[src/rtl/wmor_pkg.sv]
// ----------------------------------------------------------------------------
// wmor_pkg
// Shared types and constants of the windowed mean with outlier rejection.
// ----------------------------------------------------------------------------
package wmor_pkg;

  // register field widths
  localparam int LenW      = 7;
  localparam int ThreshW   = 31;
  localparam int RestartW  = 16;
  localparam int RunW      = RestartW + 1;
  localparam int CfgIdxW   = 2;
  localparam int CfgDataW  = ThreshW;

  // register indexes
  localparam logic [CfgIdxW-1:0] CfgWindowLength    = 2'd0;
  localparam logic [CfgIdxW-1:0] CfgRejectThreshold = 2'd1;
  localparam logic [CfgIdxW-1:0] CfgRestartAfter    = 2'd2;

  // register reset values
  localparam logic [LenW-1:0]     LenReset     = 7'd64;
  localparam logic [ThreshW-1:0]  ThreshReset  = 31'd65536;
  localparam logic [RestartW-1:0] RestartReset = 16'd3;

  typedef enum logic [2:0] {
    StIdle,
    StEval,
    StStart,
    StDiv,
    StOut
  } wmor_state_e;

endpackage

[src/rtl/wmor_ram.sv]
// ----------------------------------------------------------------------------
// wmor_ram
// Generic single-write, single-read RAM with registered read data.
// ----------------------------------------------------------------------------
module wmor_ram #(
  parameter int Width = 32,
  parameter int Depth = 64
) (
  input  logic                     clk_i,
  input  logic                     we_i,
  input  logic [$clog2(Depth)-1:0] waddr_i,
  input  logic [Width-1:0]         wdata_i,
  input  logic                     re_i,
  input  logic [$clog2(Depth)-1:0] raddr_i,
  output logic [Width-1:0]         rdata_o
);

  logic [Width-1:0] mem_q [Depth];
  logic [Width-1:0] rdata_q;

  always_ff @(posedge clk_i) begin
    if (we_i) begin
      mem_q[waddr_i] <= wdata_i;
    end
    if (re_i) begin
      rdata_q <= mem_q[raddr_i];
    end
  end

  assign rdata_o = rdata_q;

endmodule

[src/rtl/wmor_div.sv]
// ----------------------------------------------------------------------------
// wmor_div
// Radix-2 restoring divider: signed dividend by unsigned nonzero divisor,
// quotient truncated toward zero, one quotient bit per cycle.
// ----------------------------------------------------------------------------
module wmor_div #(
  parameter int DividendW = 38,
  parameter int DivisorW  = 7
) (
  input  logic                        clk_i,
  input  logic                        rst_ni,
  input  logic                        start_i,
  input  logic signed [DividendW-1:0] dividend_i,
  input  logic [DivisorW-1:0]         divisor_i,
  output logic                        done_o,
  output logic signed [DividendW-1:0] quotient_o
);

  localparam int CountW = $clog2(DividendW + 1);

  logic                 busy_q, busy_d;
  logic                 done_q, done_d;
  logic                 neg_q, neg_d;
  logic [CountW-1:0]    cnt_q, cnt_d;
  logic [DivisorW-1:0]  rem_q, rem_d;
  logic [DividendW-1:0] quo_q, quo_d;
  logic [DivisorW:0]    shifted;
  logic [DivisorW:0]    trial;
  logic                 fits;

  assign shifted = {rem_q, quo_q[DividendW-1]};
  assign trial   = shifted - {1'b0, divisor_i};
  assign fits    = shifted >= {1'b0, divisor_i};

  always_comb begin
    busy_d = busy_q;
    done_d = 1'b0;
    neg_d  = neg_q;
    cnt_d  = cnt_q;
    rem_d  = rem_q;
    quo_d  = quo_q;
    if (start_i) begin
      busy_d = 1'b1;
      neg_d  = dividend_i[DividendW-1];
      quo_d  = dividend_i[DividendW-1] ? (~dividend_i + 1'b1) : dividend_i;
      rem_d  = '0;
      cnt_d  = CountW'(DividendW);
    end else if (busy_q) begin
      rem_d = fits ? trial[DivisorW-1:0] : shifted[DivisorW-1:0];
      quo_d = {quo_q[DividendW-2:0], fits};
      cnt_d = cnt_q - 1'b1;
      if (cnt_q == CountW'(1)) begin
        busy_d = 1'b0;
        done_d = 1'b1;
      end
    end
  end

  always_ff @(posedge clk_i or negedge rst_ni) begin
    if (!rst_ni) begin
      busy_q <= 1'b0;
      done_q <= 1'b0;
      cnt_q  <= '0;
    end else begin
      busy_q <= busy_d;
      done_q <= done_d;
      cnt_q  <= cnt_d;
    end
  end

  always_ff @(posedge clk_i) begin
    neg_q <= neg_d;
    rem_q <= rem_d;
    quo_q <= quo_d;
  end

  assign done_o     = done_q;
  assign quotient_o = neg_q ? $signed(~quo_q + 1'b1) : $signed(quo_q);

`ifndef NO_ASSERTIONS
  // a result only comes out of a running division
  assert property (@(posedge clk_i) disable iff (!rst_ni) done_o |-> $past(busy_q))
    else $error("divider done without a running division");
  // the remainder always stays below the divisor while running
  assert property (@(posedge clk_i) disable iff (!rst_ni)
    busy_q && !start_i && !$past(start_i) |-> rem_q < divisor_i)
    else $error("divider remainder out of range");
  // no new start while a division is still running
  assert property (@(posedge clk_i) disable iff (!rst_ni) busy_q |-> !start_i)
    else $error("divider restarted while busy");
`endif

endmodule

[src/rtl/window_mean_outlier_reject_top.sv]
// ----------------------------------------------------------------------------
// window_mean_outlier_reject_top
// Moving average over a window of Q16.16 samples with outlier rejection.
// ----------------------------------------------------------------------------
// An item that lands within the threshold of the current mean goes through
// these steps in order: accept it and read the oldest sample from the window
// memory, update the running sum and write the memory, launch the divider,
// form sum / count in the bit-serial divider one quotient bit at a time,
// take the quotient, and load the result register. A rejected item needs no
// division and goes from the update step straight to the result register.
// The next item is accepted while a result still waits in the output
// register; a finished item that finds the output register still occupied
// holds the block until that result leaves. The window memory needs no
// clearing pass after reset.
module window_mean_outlier_reject_top
  import wmor_pkg::*;
#(
  parameter int WINDOW_DEPTH = 64,
  parameter int SAMPLE_BITS  = 32
) (
  input  logic                          clk_i,
  input  logic                          rst_ni,
  input  logic                          in_valid_i,
  output logic                          in_ready_o,
  input  logic signed [SAMPLE_BITS-1:0] sample_i,
  output logic                          out_valid_o,
  input  logic                          out_ready_i,
  output logic signed [SAMPLE_BITS-1:0] mean_o,
  output logic                          accepted_o,
  output logic                          restarted_o,
  output logic                          window_full_o,
  input  logic                          cfg_we_i,
  input  logic [CfgIdxW-1:0]            cfg_index_i,
  input  logic [CfgDataW-1:0]           cfg_data_i
);

  localparam int IdxW  = $clog2(WINDOW_DEPTH);
  localparam int CntW  = $clog2(WINDOW_DEPTH + 1);
  localparam int SumW  = SAMPLE_BITS + IdxW;
  localparam int DistW = (SAMPLE_BITS + 1 > ThreshW) ? SAMPLE_BITS + 1 : ThreshW;

  wmor_state_e state_q, state_d;

  logic [LenW-1:0]     len_q, len_d;
  logic [ThreshW-1:0]  thresh_q, thresh_d;
  logic [RestartW-1:0] restart_q, restart_d;

  logic [CntW-1:0]             fill_q, fill_d;
  logic [IdxW-1:0]             oldest_q, oldest_d;
  logic signed [SumW-1:0]      sum_q, sum_d;
  logic signed [SAMPLE_BITS-1:0] mean_q, mean_d;
  logic [RunW-1:0]             run_q, run_d;

  logic signed [SAMPLE_BITS-1:0] sample_q, sample_d;
  logic acc_q, acc_d;
  logic rs_q, rs_d;
  logic full_q, full_d;

  logic                          out_valid_q, out_valid_d;
  logic signed [SAMPLE_BITS-1:0] out_mean_q, out_mean_d;
  logic out_acc_q, out_acc_d;
  logic out_rs_q, out_rs_d;
  logic out_full_q, out_full_d;

  logic [CntW-1:0]               eff_len;
  logic                          is_full;
  logic signed [SAMPLE_BITS:0]   diff;
  logic [SAMPLE_BITS:0]          distance;
  logic                          near;
  logic [RunW-1:0]               run_inc;
  logic [CntW-1:0]               slot_inc;
  logic [SAMPLE_BITS-1:0]        old_sample;
  logic signed [SumW-1:0]        sample_ext;
  logic signed [SumW-1:0]        old_ext;

  logic                  ram_we;
  logic [IdxW-1:0]       ram_waddr;
  logic                  ram_re;
  logic                  in_accept;
  logic                  div_start;
  logic                  div_done;
  logic signed [SumW-1:0] div_quo;

  assign in_ready_o = (state_q == StIdle);
  assign in_accept  = in_valid_i && in_ready_o;

  // length of zero acts as one, beyond the memory acts as the memory depth
  always_comb begin
    if (len_q == '0) begin
      eff_len = CntW'(1);
    end else if (32'(len_q) > 32'(WINDOW_DEPTH)) begin
      eff_len = CntW'(WINDOW_DEPTH);
    end else begin
      eff_len = CntW'(len_q);
    end
  end

  assign is_full    = fill_q >= eff_len;
  assign diff       = {sample_q[SAMPLE_BITS-1], sample_q} - {mean_q[SAMPLE_BITS-1], mean_q};
  assign distance   = diff[SAMPLE_BITS] ?
                      (SAMPLE_BITS+1)'(-diff) : (SAMPLE_BITS+1)'(diff);
  assign near       = DistW'(distance) < DistW'(thresh_q);
  assign run_inc    = run_q + 1'b1;
  assign slot_inc   = CntW'(oldest_q) + 1'b1;
  assign sample_ext = {{IdxW{sample_q[SAMPLE_BITS-1]}}, sample_q};
  assign old_ext    = {{IdxW{old_sample[SAMPLE_BITS-1]}}, old_sample};

  assign ram_re    = in_accept;
  assign ram_we    = (state_q == StEval) && near;
  assign ram_waddr = is_full ? oldest_q : fill_q[IdxW-1:0];
  assign div_start = (state_q == StStart);

  always_comb begin
    state_d     = state_q;
    len_d       = len_q;
    thresh_d    = thresh_q;
    restart_d   = restart_q;
    fill_d      = fill_q;
    oldest_d    = oldest_q;
    sum_d       = sum_q;
    mean_d      = mean_q;
    run_d       = run_q;
    sample_d    = sample_q;
    acc_d       = acc_q;
    rs_d        = rs_q;
    full_d      = full_q;
    out_valid_d = out_valid_q;
    out_mean_d  = out_mean_q;
    out_acc_d   = out_acc_q;
    out_rs_d    = out_rs_q;
    out_full_d  = out_full_q;

    if (out_valid_q && out_ready_i) begin
      out_valid_d = 1'b0;
    end

    unique case (state_q)
      StIdle: begin
        if (in_accept) begin
          sample_d = sample_i;
          state_d  = StEval;
        end
      end
      StEval: begin
        acc_d = near;
        rs_d  = 1'b0;
        if (near) begin
          if (is_full) begin
            // replace the oldest sample, the read issued at accept
            sum_d    = sum_q + sample_ext - old_ext;
            oldest_d = (slot_inc >= eff_len) ? '0 : slot_inc[IdxW-1:0];
            run_d    = '0;
            full_d   = 1'b1;
          end else begin
            sum_d  = sum_q + sample_ext;
            fill_d = fill_q + 1'b1;
            full_d = (fill_q + 1'b1) >= eff_len;
          end
          state_d = StStart;
        end else begin
          full_d = is_full;
          if (run_inc > RunW'(restart_q)) begin
            rs_d     = 1'b1;
            fill_d   = '0;
            oldest_d = '0;
            sum_d    = '0;
            mean_d   = sample_q;
            run_d    = '0;
            full_d   = 1'b0;
          end else begin
            run_d = run_inc;
          end
          state_d = StOut;
        end
      end
      StStart: begin
        state_d = StDiv;
      end
      StDiv: begin
        if (div_done) begin
          mean_d  = div_quo[SAMPLE_BITS-1:0];
          state_d = StOut;
        end
      end
      StOut: begin
        if (!out_valid_q || out_ready_i) begin
          out_valid_d = 1'b1;
          out_mean_d  = mean_q;
          out_acc_d   = acc_q;
          out_rs_d    = rs_q;
          out_full_d  = full_q;
          state_d     = StIdle;
        end
      end
      default: begin
        state_d = StIdle;
      end
    endcase

    // a register write starts the filter over
    if (cfg_we_i) begin
      unique case (cfg_index_i)
        CfgWindowLength:    len_d     = cfg_data_i[LenW-1:0];
        CfgRejectThreshold: thresh_d  = cfg_data_i[ThreshW-1:0];
        CfgRestartAfter:    restart_d = cfg_data_i[RestartW-1:0];
        default: ;
      endcase
      if (cfg_index_i == CfgWindowLength || cfg_index_i == CfgRejectThreshold ||
          cfg_index_i == CfgRestartAfter) begin
        fill_d   = '0;
        oldest_d = '0;
        sum_d    = '0;
        mean_d   = '0;
        run_d    = '0;
      end
    end
  end

  always_ff @(posedge clk_i or negedge rst_ni) begin
    if (!rst_ni) begin
      state_q     <= StIdle;
      len_q       <= LenReset;
      thresh_q    <= ThreshReset;
      restart_q   <= RestartReset;
      fill_q      <= '0;
      oldest_q    <= '0;
      sum_q       <= '0;
      mean_q      <= '0;
      run_q       <= '0;
      out_valid_q <= 1'b0;
    end else begin
      state_q     <= state_d;
      len_q       <= len_d;
      thresh_q    <= thresh_d;
      restart_q   <= restart_d;
      fill_q      <= fill_d;
      oldest_q    <= oldest_d;
      sum_q       <= sum_d;
      mean_q      <= mean_d;
      run_q       <= run_d;
      out_valid_q <= out_valid_d;
    end
  end

  always_ff @(posedge clk_i) begin
    sample_q   <= sample_d;
    acc_q      <= acc_d;
    rs_q       <= rs_d;
    full_q     <= full_d;
    out_mean_q <= out_mean_d;
    out_acc_q  <= out_acc_d;
    out_rs_q   <= out_rs_d;
    out_full_q <= out_full_d;
  end

  wmor_ram #(
    .Width (SAMPLE_BITS),
    .Depth (WINDOW_DEPTH)
  ) u_window_ram (
    .clk_i   (clk_i),
    .we_i    (ram_we),
    .waddr_i (ram_waddr),
    .wdata_i (sample_q),
    .re_i    (ram_re),
    .raddr_i (oldest_q),
    .rdata_o (old_sample)
  );

  wmor_div #(
    .DividendW (SumW),
    .DivisorW  (CntW)
  ) u_div (
    .clk_i      (clk_i),
    .rst_ni     (rst_ni),
    .start_i    (div_start),
    .dividend_i (sum_q),
    .divisor_i  (fill_q),
    .done_o     (div_done),
    .quotient_o (div_quo)
  );

  assign out_valid_o   = out_valid_q;
  assign mean_o        = out_mean_q;
  assign accepted_o    = out_acc_q;
  assign restarted_o   = out_rs_q;
  assign window_full_o = out_full_q;

`ifndef NO_ASSERTIONS
  // the window never holds more samples than its length
  assert property (@(posedge clk_i) disable iff (!rst_ni) fill_q <= eff_len)
    else $error("fill count beyond window length");
  // the replace pointer stays inside the window
  assert property (@(posedge clk_i) disable iff (!rst_ni) CntW'(oldest_q) < eff_len)
    else $error("oldest index outside the window");
  // the reject run restarts before passing its limit
  assert property (@(posedge clk_i) disable iff (!rst_ni) run_q <= RunW'(restart_q))
    else $error("reject run beyond its limit");
  // a division result only arrives while waiting for it
  assert property (@(posedge clk_i) disable iff (!rst_ni) div_done |-> state_q == StDiv)
    else $error("divider result outside the division wait");
`endif

endmodule

[config.mk]
export PLATFORM = sky130hd
export DESIGN_NAME = window_mean_outlier_reject_top
export DESIGN_NICKNAME = d
export VERILOG_FILES = /design/src/rtl/wmor_pkg.sv /design/src/rtl/wmor_ram.sv /design/src/rtl/wmor_div.sv /design/src/rtl/window_mean_outlier_reject_top.sv
export SDC_FILE = /design/constraint.sdc
export NUM_CORES = 2
export LEC_CHECK = 0
export ABC_AREA = 1
export BUFFER_PORTS_ARGS = -buffer_cell sky130_fd_sc_hd__buf_2
export CAP_MARGIN = 20
export CORE_ASPECT_RATIO = 0.8
export CORE_MARGIN = 10
export CORE_UTILIZATION = 61
export DETAILED_ROUTE_END_ITERATION = 8
export PLACE_DENSITY_LB_ADDON = 0.25
export SLEW_MARGIN = 10
export SYNTH_ARGS = -nofsm -noshare
export SYNTH_HDL_FRONTEND = slang
export SYNTH_SLANG_ARGS = --single-unit
[constraint.sdc]
create_clock -name clk_i -period 23.9 [get_ports clk_i]
set_input_delay 3.585 -clock clk_i [delete_from_list [all_inputs] [get_ports clk_i]]
set_output_delay 3.585 -clock clk_i [all_outputs]
set_load 0.01 [all_outputs]
# Yosys cells after proc, flatten, opt, wreduce, memory -nomap -nowiden
# Memory sizes are Yosys's and may differ from the RTL's. A register that Yosys moved wholly into a read port is not among the register bits.
# Cells that the tools add are included.
[totals] elab_cells=134 ram_bits=2048 latch_bits=0 input_bits=70 mem_count=1 mem_bits_ro=0 out_inout_bits=37 ff_bits=282
[op_classes] div_mod_pow=0 n_lt_le_gt_ge=7 reduce_logical=17 eq_ne=10 bitwise=2 n_mux=62 shifts=0 multipliers=0 add_sub_neg=11
[mem_list] memory="u_window_ram.mem_q" words=64 width=32 rd=1 rd_ports_with_merged_regs=1 wr=1 line="wmor_ram.sv:18" text="logic [Width-1:0] mem_q [Depth];"
[ops] cell="two-way mux 38 bit" count=9
[ops] cell="two-way mux 32 bit" count=6
[ops] cell="two-way mux 17 bit" count=6
[ops] cell="case mux 32 bit (2 select lines)" count=1
[ops] cell="two-way mux 7 bit" count=9
[ops] cell="two-way mux 6 bit" count=10
[ops] cell="adder 38 x 1 -> 38 bit (second input constant)" count=1
[ops] cell="adder 38 x 32 -> 38 bit" count=1
[ops] cell="inverter 38 bit" count=1
[ops] cell="subtractor 38 x 32 -> 38 bit" count=1
[ops] cell="< comparator 33 x 31 -> 1 bit" count=1
[ops] cell="two-way mux 33 bit" count=1
[ops] cell="negator 33 bit" count=1
[ops] cell="subtractor 32 x 32 -> 33 bit" count=1
[ops] cell="adder 32 x 1 -> 32 bit (second input constant)" count=1
[ops] cell="inverter 32 bit" count=1
[ops] cell=">= comparator 7 bit" count=3
[ops] cell="adder 17 x 1 -> 17 bit (second input constant)" count=1
[ops] cell="greater-than comparator 17 x 16 -> 1 bit" count=1
[ops] cell="two-way mux 1 bit" count=15
[ops] cell="case mux 3 bit (5 select lines)" count=1
[ops] cell="two-way mux 3 bit" count=4
[ops] cell="AND reduction 2 bit" count=5
[ops] cell=">= comparator 8 x 7 -> 1 bit" count=1
[ops] cell="other kinds (21)" count=27

# Depth between registers and ports, before layout
[logic_depth] ltp_word=10 ltp_mapped=41 ltp_nobuf=37

# By module
# From an unflattened synthesis, not the netlist that was laid out.
[unflattened] hier_cells=10576 area_unflattened_um2=108957.0
[modules_own_cells] mod="wmor_ram" seq_area_each_um2=62459.9 cells_each=6769 instances=1 area_per_inst_um2=83058.4
[modules_own_cells] mod="window_mean_outlier_reject_top" seq_area_each_um2=6060.8 cells_each=3039 instances=1 area_per_inst_um2=20830.0
[modules_own_cells] mod="wmor_div" seq_area_each_um2=1511.4 cells_each=768 instances=1 area_per_inst_um2=5068.6

# Worst setup path before layout
# OpenSTA, ideal clock, no wires.
[synth_path] path_type="register to register" from="register sample_q[0]" to="memory u_window_ram.mem_q[12][0], enable pin" slack_ps=16209 arrival_time_ps=7230 path_buffers=3 path_stages_with_launch=39 required_time_ps=23439 synth_period_minus_slack_ps=7691 setup_time_ps=461 cell_sequence="edfxtp_1 inv_1 ha_1 fa_1 inv_1 nand2_1 nand2_1 nand3_1 nand2_2 nand3_1 nand3_1 nand2_1 nand4_1 nand2_2 inv_2 buf_2 clkbuf_1 nand2_1 [... 3 more ...] nand2_1 nor2_1 nor2_1 nand2_1 o21bai_1 nand4_1 nand2_1 nand2_1 nand2_1 nand2_1 nand2_1 nand2_1 nor2_2 nand2_4 nor2_8 nand2_2 buf_2 nor3_1"
[synth_via] elab_chain_len=7
[synth_lines] item="start: declaration" line="window_mean_outlier_reject_top.sv:54" text="logic signed [SAMPLE_BITS-1:0] sample_q, sample_d;"
[synth_lines] item="start signal: assignment" line="window_mean_outlier_reject_top.sv:246" text="sample_q <= sample_d;"
[synth_lines] item="subtractor 32 x 32 -> 33 bit *" line="window_mean_outlier_reject_top.sv:99" text="assign diff = {sample_q[SAMPLE_BITS-1], sample_q} - {mean_q[SAMPLE_BITS-1], mean_q};"
[synth_lines] item="negator 33 bit" line="window_mean_outlier_reject_top.sv:101" text="(SAMPLE_BITS+1)'(-diff) : (SAMPLE_BITS+1)'(diff);"
[synth_lines] item="two-way mux 33 bit *" line="window_mean_outlier_reject_top.sv:100" text="assign distance = diff[SAMPLE_BITS] ?"
[synth_lines] item="< comparator 33 x 31 -> 1 bit *" line="window_mean_outlier_reject_top.sv:102" text="assign near = DistW'(distance) < DistW'(thresh_q);"
[synth_lines] item="logical AND 1 bit *" line="window_mean_outlier_reject_top.sv:109" text="assign ram_we = (state_q == StEval) && near;"
[synth_lines] item="two-way mux 1 bit *" line="wmor_ram.sv:22" text="if (we_i) begin"
[synth_lines] item="two-way mux 1 bit (implied by the code) *" line="wmor_ram.sv:23" text="mem_q[waddr_i] <= wdata_i;"
[synth_lines] item="end: declaration" line="wmor_ram.sv:18"
# Every way passes the cells marked *; elsewhere a longest branch is shown, timed or not.

# Final worst setup path
[layout_path] from="register sample_q[1]" to="memory u_window_ram.mem_q[33][9], enable pin"
# The elaborated chain is that of the path after synthesis.

==> results.md <==
- Switch Pwr: roughly 4.6 mW
- Initial antenna violation count: 20
- Post-synthesis net count: 9695
- Clk buf depth: 3
- Clock Sink Count: between 2000 and 2500
- Gr usage total: 0.343
- Largest net degree at the start of global routing: ~190
- Buf+Inv Stages, Crit Path: 6
- CP max stage delay: around 1100 ps
- Most common cell in the synthesized netlist: edfxtp_1
- Crit path from: sample_q[1]
- P_int: ~7.9 mW
- Final ANT Viol Nets: 0
- Detailed placement HPWL: ~210000 µm
- Post-Synthesis Cells: 9432
- Syn Std Cell Area: approximately 0.11 mm²
- Yosys top cell area share: 0.626
- CP endpoint kind: flop
- Worst slack, placed: between 15000 and 20000 ps
- Num rows: ~140
- Count of hold-fix buffers inserted at cts: 0
- F_max: 123 MHz
- Synth top area cells: edfxtp_1 63%, o21ai_0 6.1%, nor2_1 5.0%
- Max-cap viol count: 0
- Hold Crit Class: flop to flop
- Top_reg_cell synth: edfxtp_1
- CP max stage cell: nor2_4
- Sequential area share after synthesis: 0.667
- Grt total ovfl: 0
- Fin Setup TNS: 0 ps
- Minimum clock period: just over 8000 ps
- Total power: roughly 13 mW
- YS warnings: 0
- Num CTS Buffers: about 210
- Startpoint Class: flop
- Sw Ratio: 0.369
- RSZ-0062 raised after global routing: no
- Clock skew: 90.8 ps
- Outcome: finished, violations left
- Failing checks: design-rule violations
- Drt initial violations: between 10000 and 15000
- I/O Pins: 107
- Worst slew pin tran: 1150 ps
- Clock network power share: 0.286
- Area Growth Syn to Fin: 10.3%
- Die height: 391 µm
- CTS resizes: 0
- Critical path fanouts, max: 52
- Nets@finish: ~9700
- Clock Latency Late Sink: around 900 ps
- Critical Path AT: about 8600 ps
- Worst Setup EP: u_window_ram.mem_q[33][9]
- R2R cell count: 37
- Placeable Area: around 0.17 mm²
- Gpl congestion: ~1.0
- WP data required: between 20000 and 25000 ps
- Fraction of registers with async set/reset: 0.0703
- Initial Util: 0.613
- Vias per inst: about 6.5
- R2r startpoint: sample_q[1]
- First-pass GRT wire length: ~480000 µm
- Synth unique cells: 58
- Final setup margin: roughly 16000 ps
- Share of layout cells above drive strength 1: 0.0811
- I/O Buffers: between 100 and 150
- H-tree levels: 4
- Worst vdd ir: 0.115 mV
- Delay-heaviest family, CP: simple AND/OR/NAND/NOR gates
- Synth top cells by count: 2189 x edfxtp_1, 1386 x nor2_1, 1287 x o21ai_0, 1202 x nand2_1, 529 x inv_1
- Final wirelength: about 330000 µm
- Setup bufs post-CTS: 0
- Vias: 77600
- CTS tree: yes
- Yosys reg bits: roughly 2400
- Reg-to-reg endpoint: u_window_ram.mem_q[33][9]
- Die ar.: 0.189 mm²
- Pins Over Slew Limit: 0
- Final Hold Viols: 0
- First drt pass iteration count: 9
- Final setup vio count: 0
- Number of enable flip-flop cells after synthesis: between 2000 and 2500
- R2R Setup Slk: 15800 ps
- Final core occ: 0.676
- Clk slew on worst S/H paths: about 70 ps
- P_leak: 41.3 nW
- Crit Path Class: flop to flop
- Syn Area/Cell: between 10 and 15 µm²
- Synth area leader: edfxtp_1
- Vias in the first global route: a little over 70000
- Power density over the cells: 108 mW/mm²
- Comb power frac: 0.311
- WL/cell: between 20 and 30 µm
- Max-slew headroom: 0.222
- Crit. path cell count: 37
- Top cell by count, worst path: nand2_1
- CTS root buf: clkbuf_16
- Sequential power share: 0.403
- Post-route DRC: 1
- Final Cycle Share: 0.339
- Die width: around 480 µm
## power groups by stage
stage	clock [mW]	sequential, mW	combinational (mW)
floorplan	0	5.13	2.39
global placement	0	5.11	3.70
detailed placement	0	5.12	3.74
CTS	3.59	5.03	3.75
global route	3.76	5.05	4.21
finish	3.57	5.04	3.89
## final cells by class
cell class / count / area, µm²
repair buffers: 292 / 2280
clock inverters: 142 / 1770
flip-flops and latches: 2362 / 70000
fillers: 12300 / 55600
inverters: 557 / 2120
well taps: 2277 / 2850
multi-input cells: 5975 / 31300
clock buffers: 262 / 5580
diodes: 8 / 20.0
## per-layer routing
| metal | up-vias | part of all wire | track usage |
|---|---|---|---|
| li1 | 34000 | - | - |
| met1 | 37500 | 0.38 | 0.465 |
| met2 | 5093 | 0.43 | 0.497 |
| met3 | 889 | 0.14 | 0.127 |
| met4 | 22 | 0.053 | 0.150 |
| met5 | - | 0.0011 | 0 |
## state kept, by name, indices dropped and copies added (netlist names), 7 cells and up
| signal | count |
|---|---|
| fill_q | 7 |
| u_div.rem_q | 7 |
| u_div.quo_q | 38 |
| sample_q | 32 |
| thresh_q | 31 |
| len_q | 7 |
| u_window_ram.mem_q | 2048 |
| u_window_ram.rdata_o | 32 |
| restart_q | 16 |
| mean_o | 32 |
| sum_q | 38 |
| run_q | 17 |
| mean_q | 32 |
## cells in the final DEF (no fill, tap or decap), types with 157 or more instances in the layout
cell type and n:
a21oi_1 396, buf_4 162, clkbuf_16 214, dfrtp_1 157
edfxtp_1 2189, ha_1 189, inv_1 525, nand2_1 1201
nand3_1 356, nor2_1 1343, o21ai_0 1286, o221ai_1 214
o22ai_1 308
## logic make-up (layout without fill, tap and decap cells)
| group | after synthesis | after routing | synth area share |
|---|---|---|---|
| and+or+nand+nor | 3206 | 3206 | 0.125 |
| AOI/OAI and AO/OA | 2433 | 2433 | 0.133 |
| DFF | 2362 | 2362 | 0.667 |
| buffers and inverters | 1095 | 1253 | 0.0402 |
| adders and majority gates | 193 | 193 | 0.0233 |
| xor gates and xnor gates | 143 | 143 | 0.0119 |
| other | 0 | 8 | 0 |
## through the flow
step                      std cells  hold WS (ps)  area, µm²
after floorplan                9432           400     105000
after global placement        11400           407     108000
after detailed placement      11400           405     108000
after CTS                     11900           420     116000
after global routing          11900           440     116000
final                         11900           420     116000
## worst min-delay path by stage
stage               cells after the start   start             to  slack (ps)
finish                                  0    rs_q    restarted_o         420
global route                            0  full_q  window_full_o         440
CTS                                     0    rs_q    restarted_o         420
detailed placement                      0    rs_q    restarted_o         400
global placement                        0   acc_q     accepted_o         410
floorplan                               0   acc_q     accepted_o         400
Power figures use the tool's default switching activity.
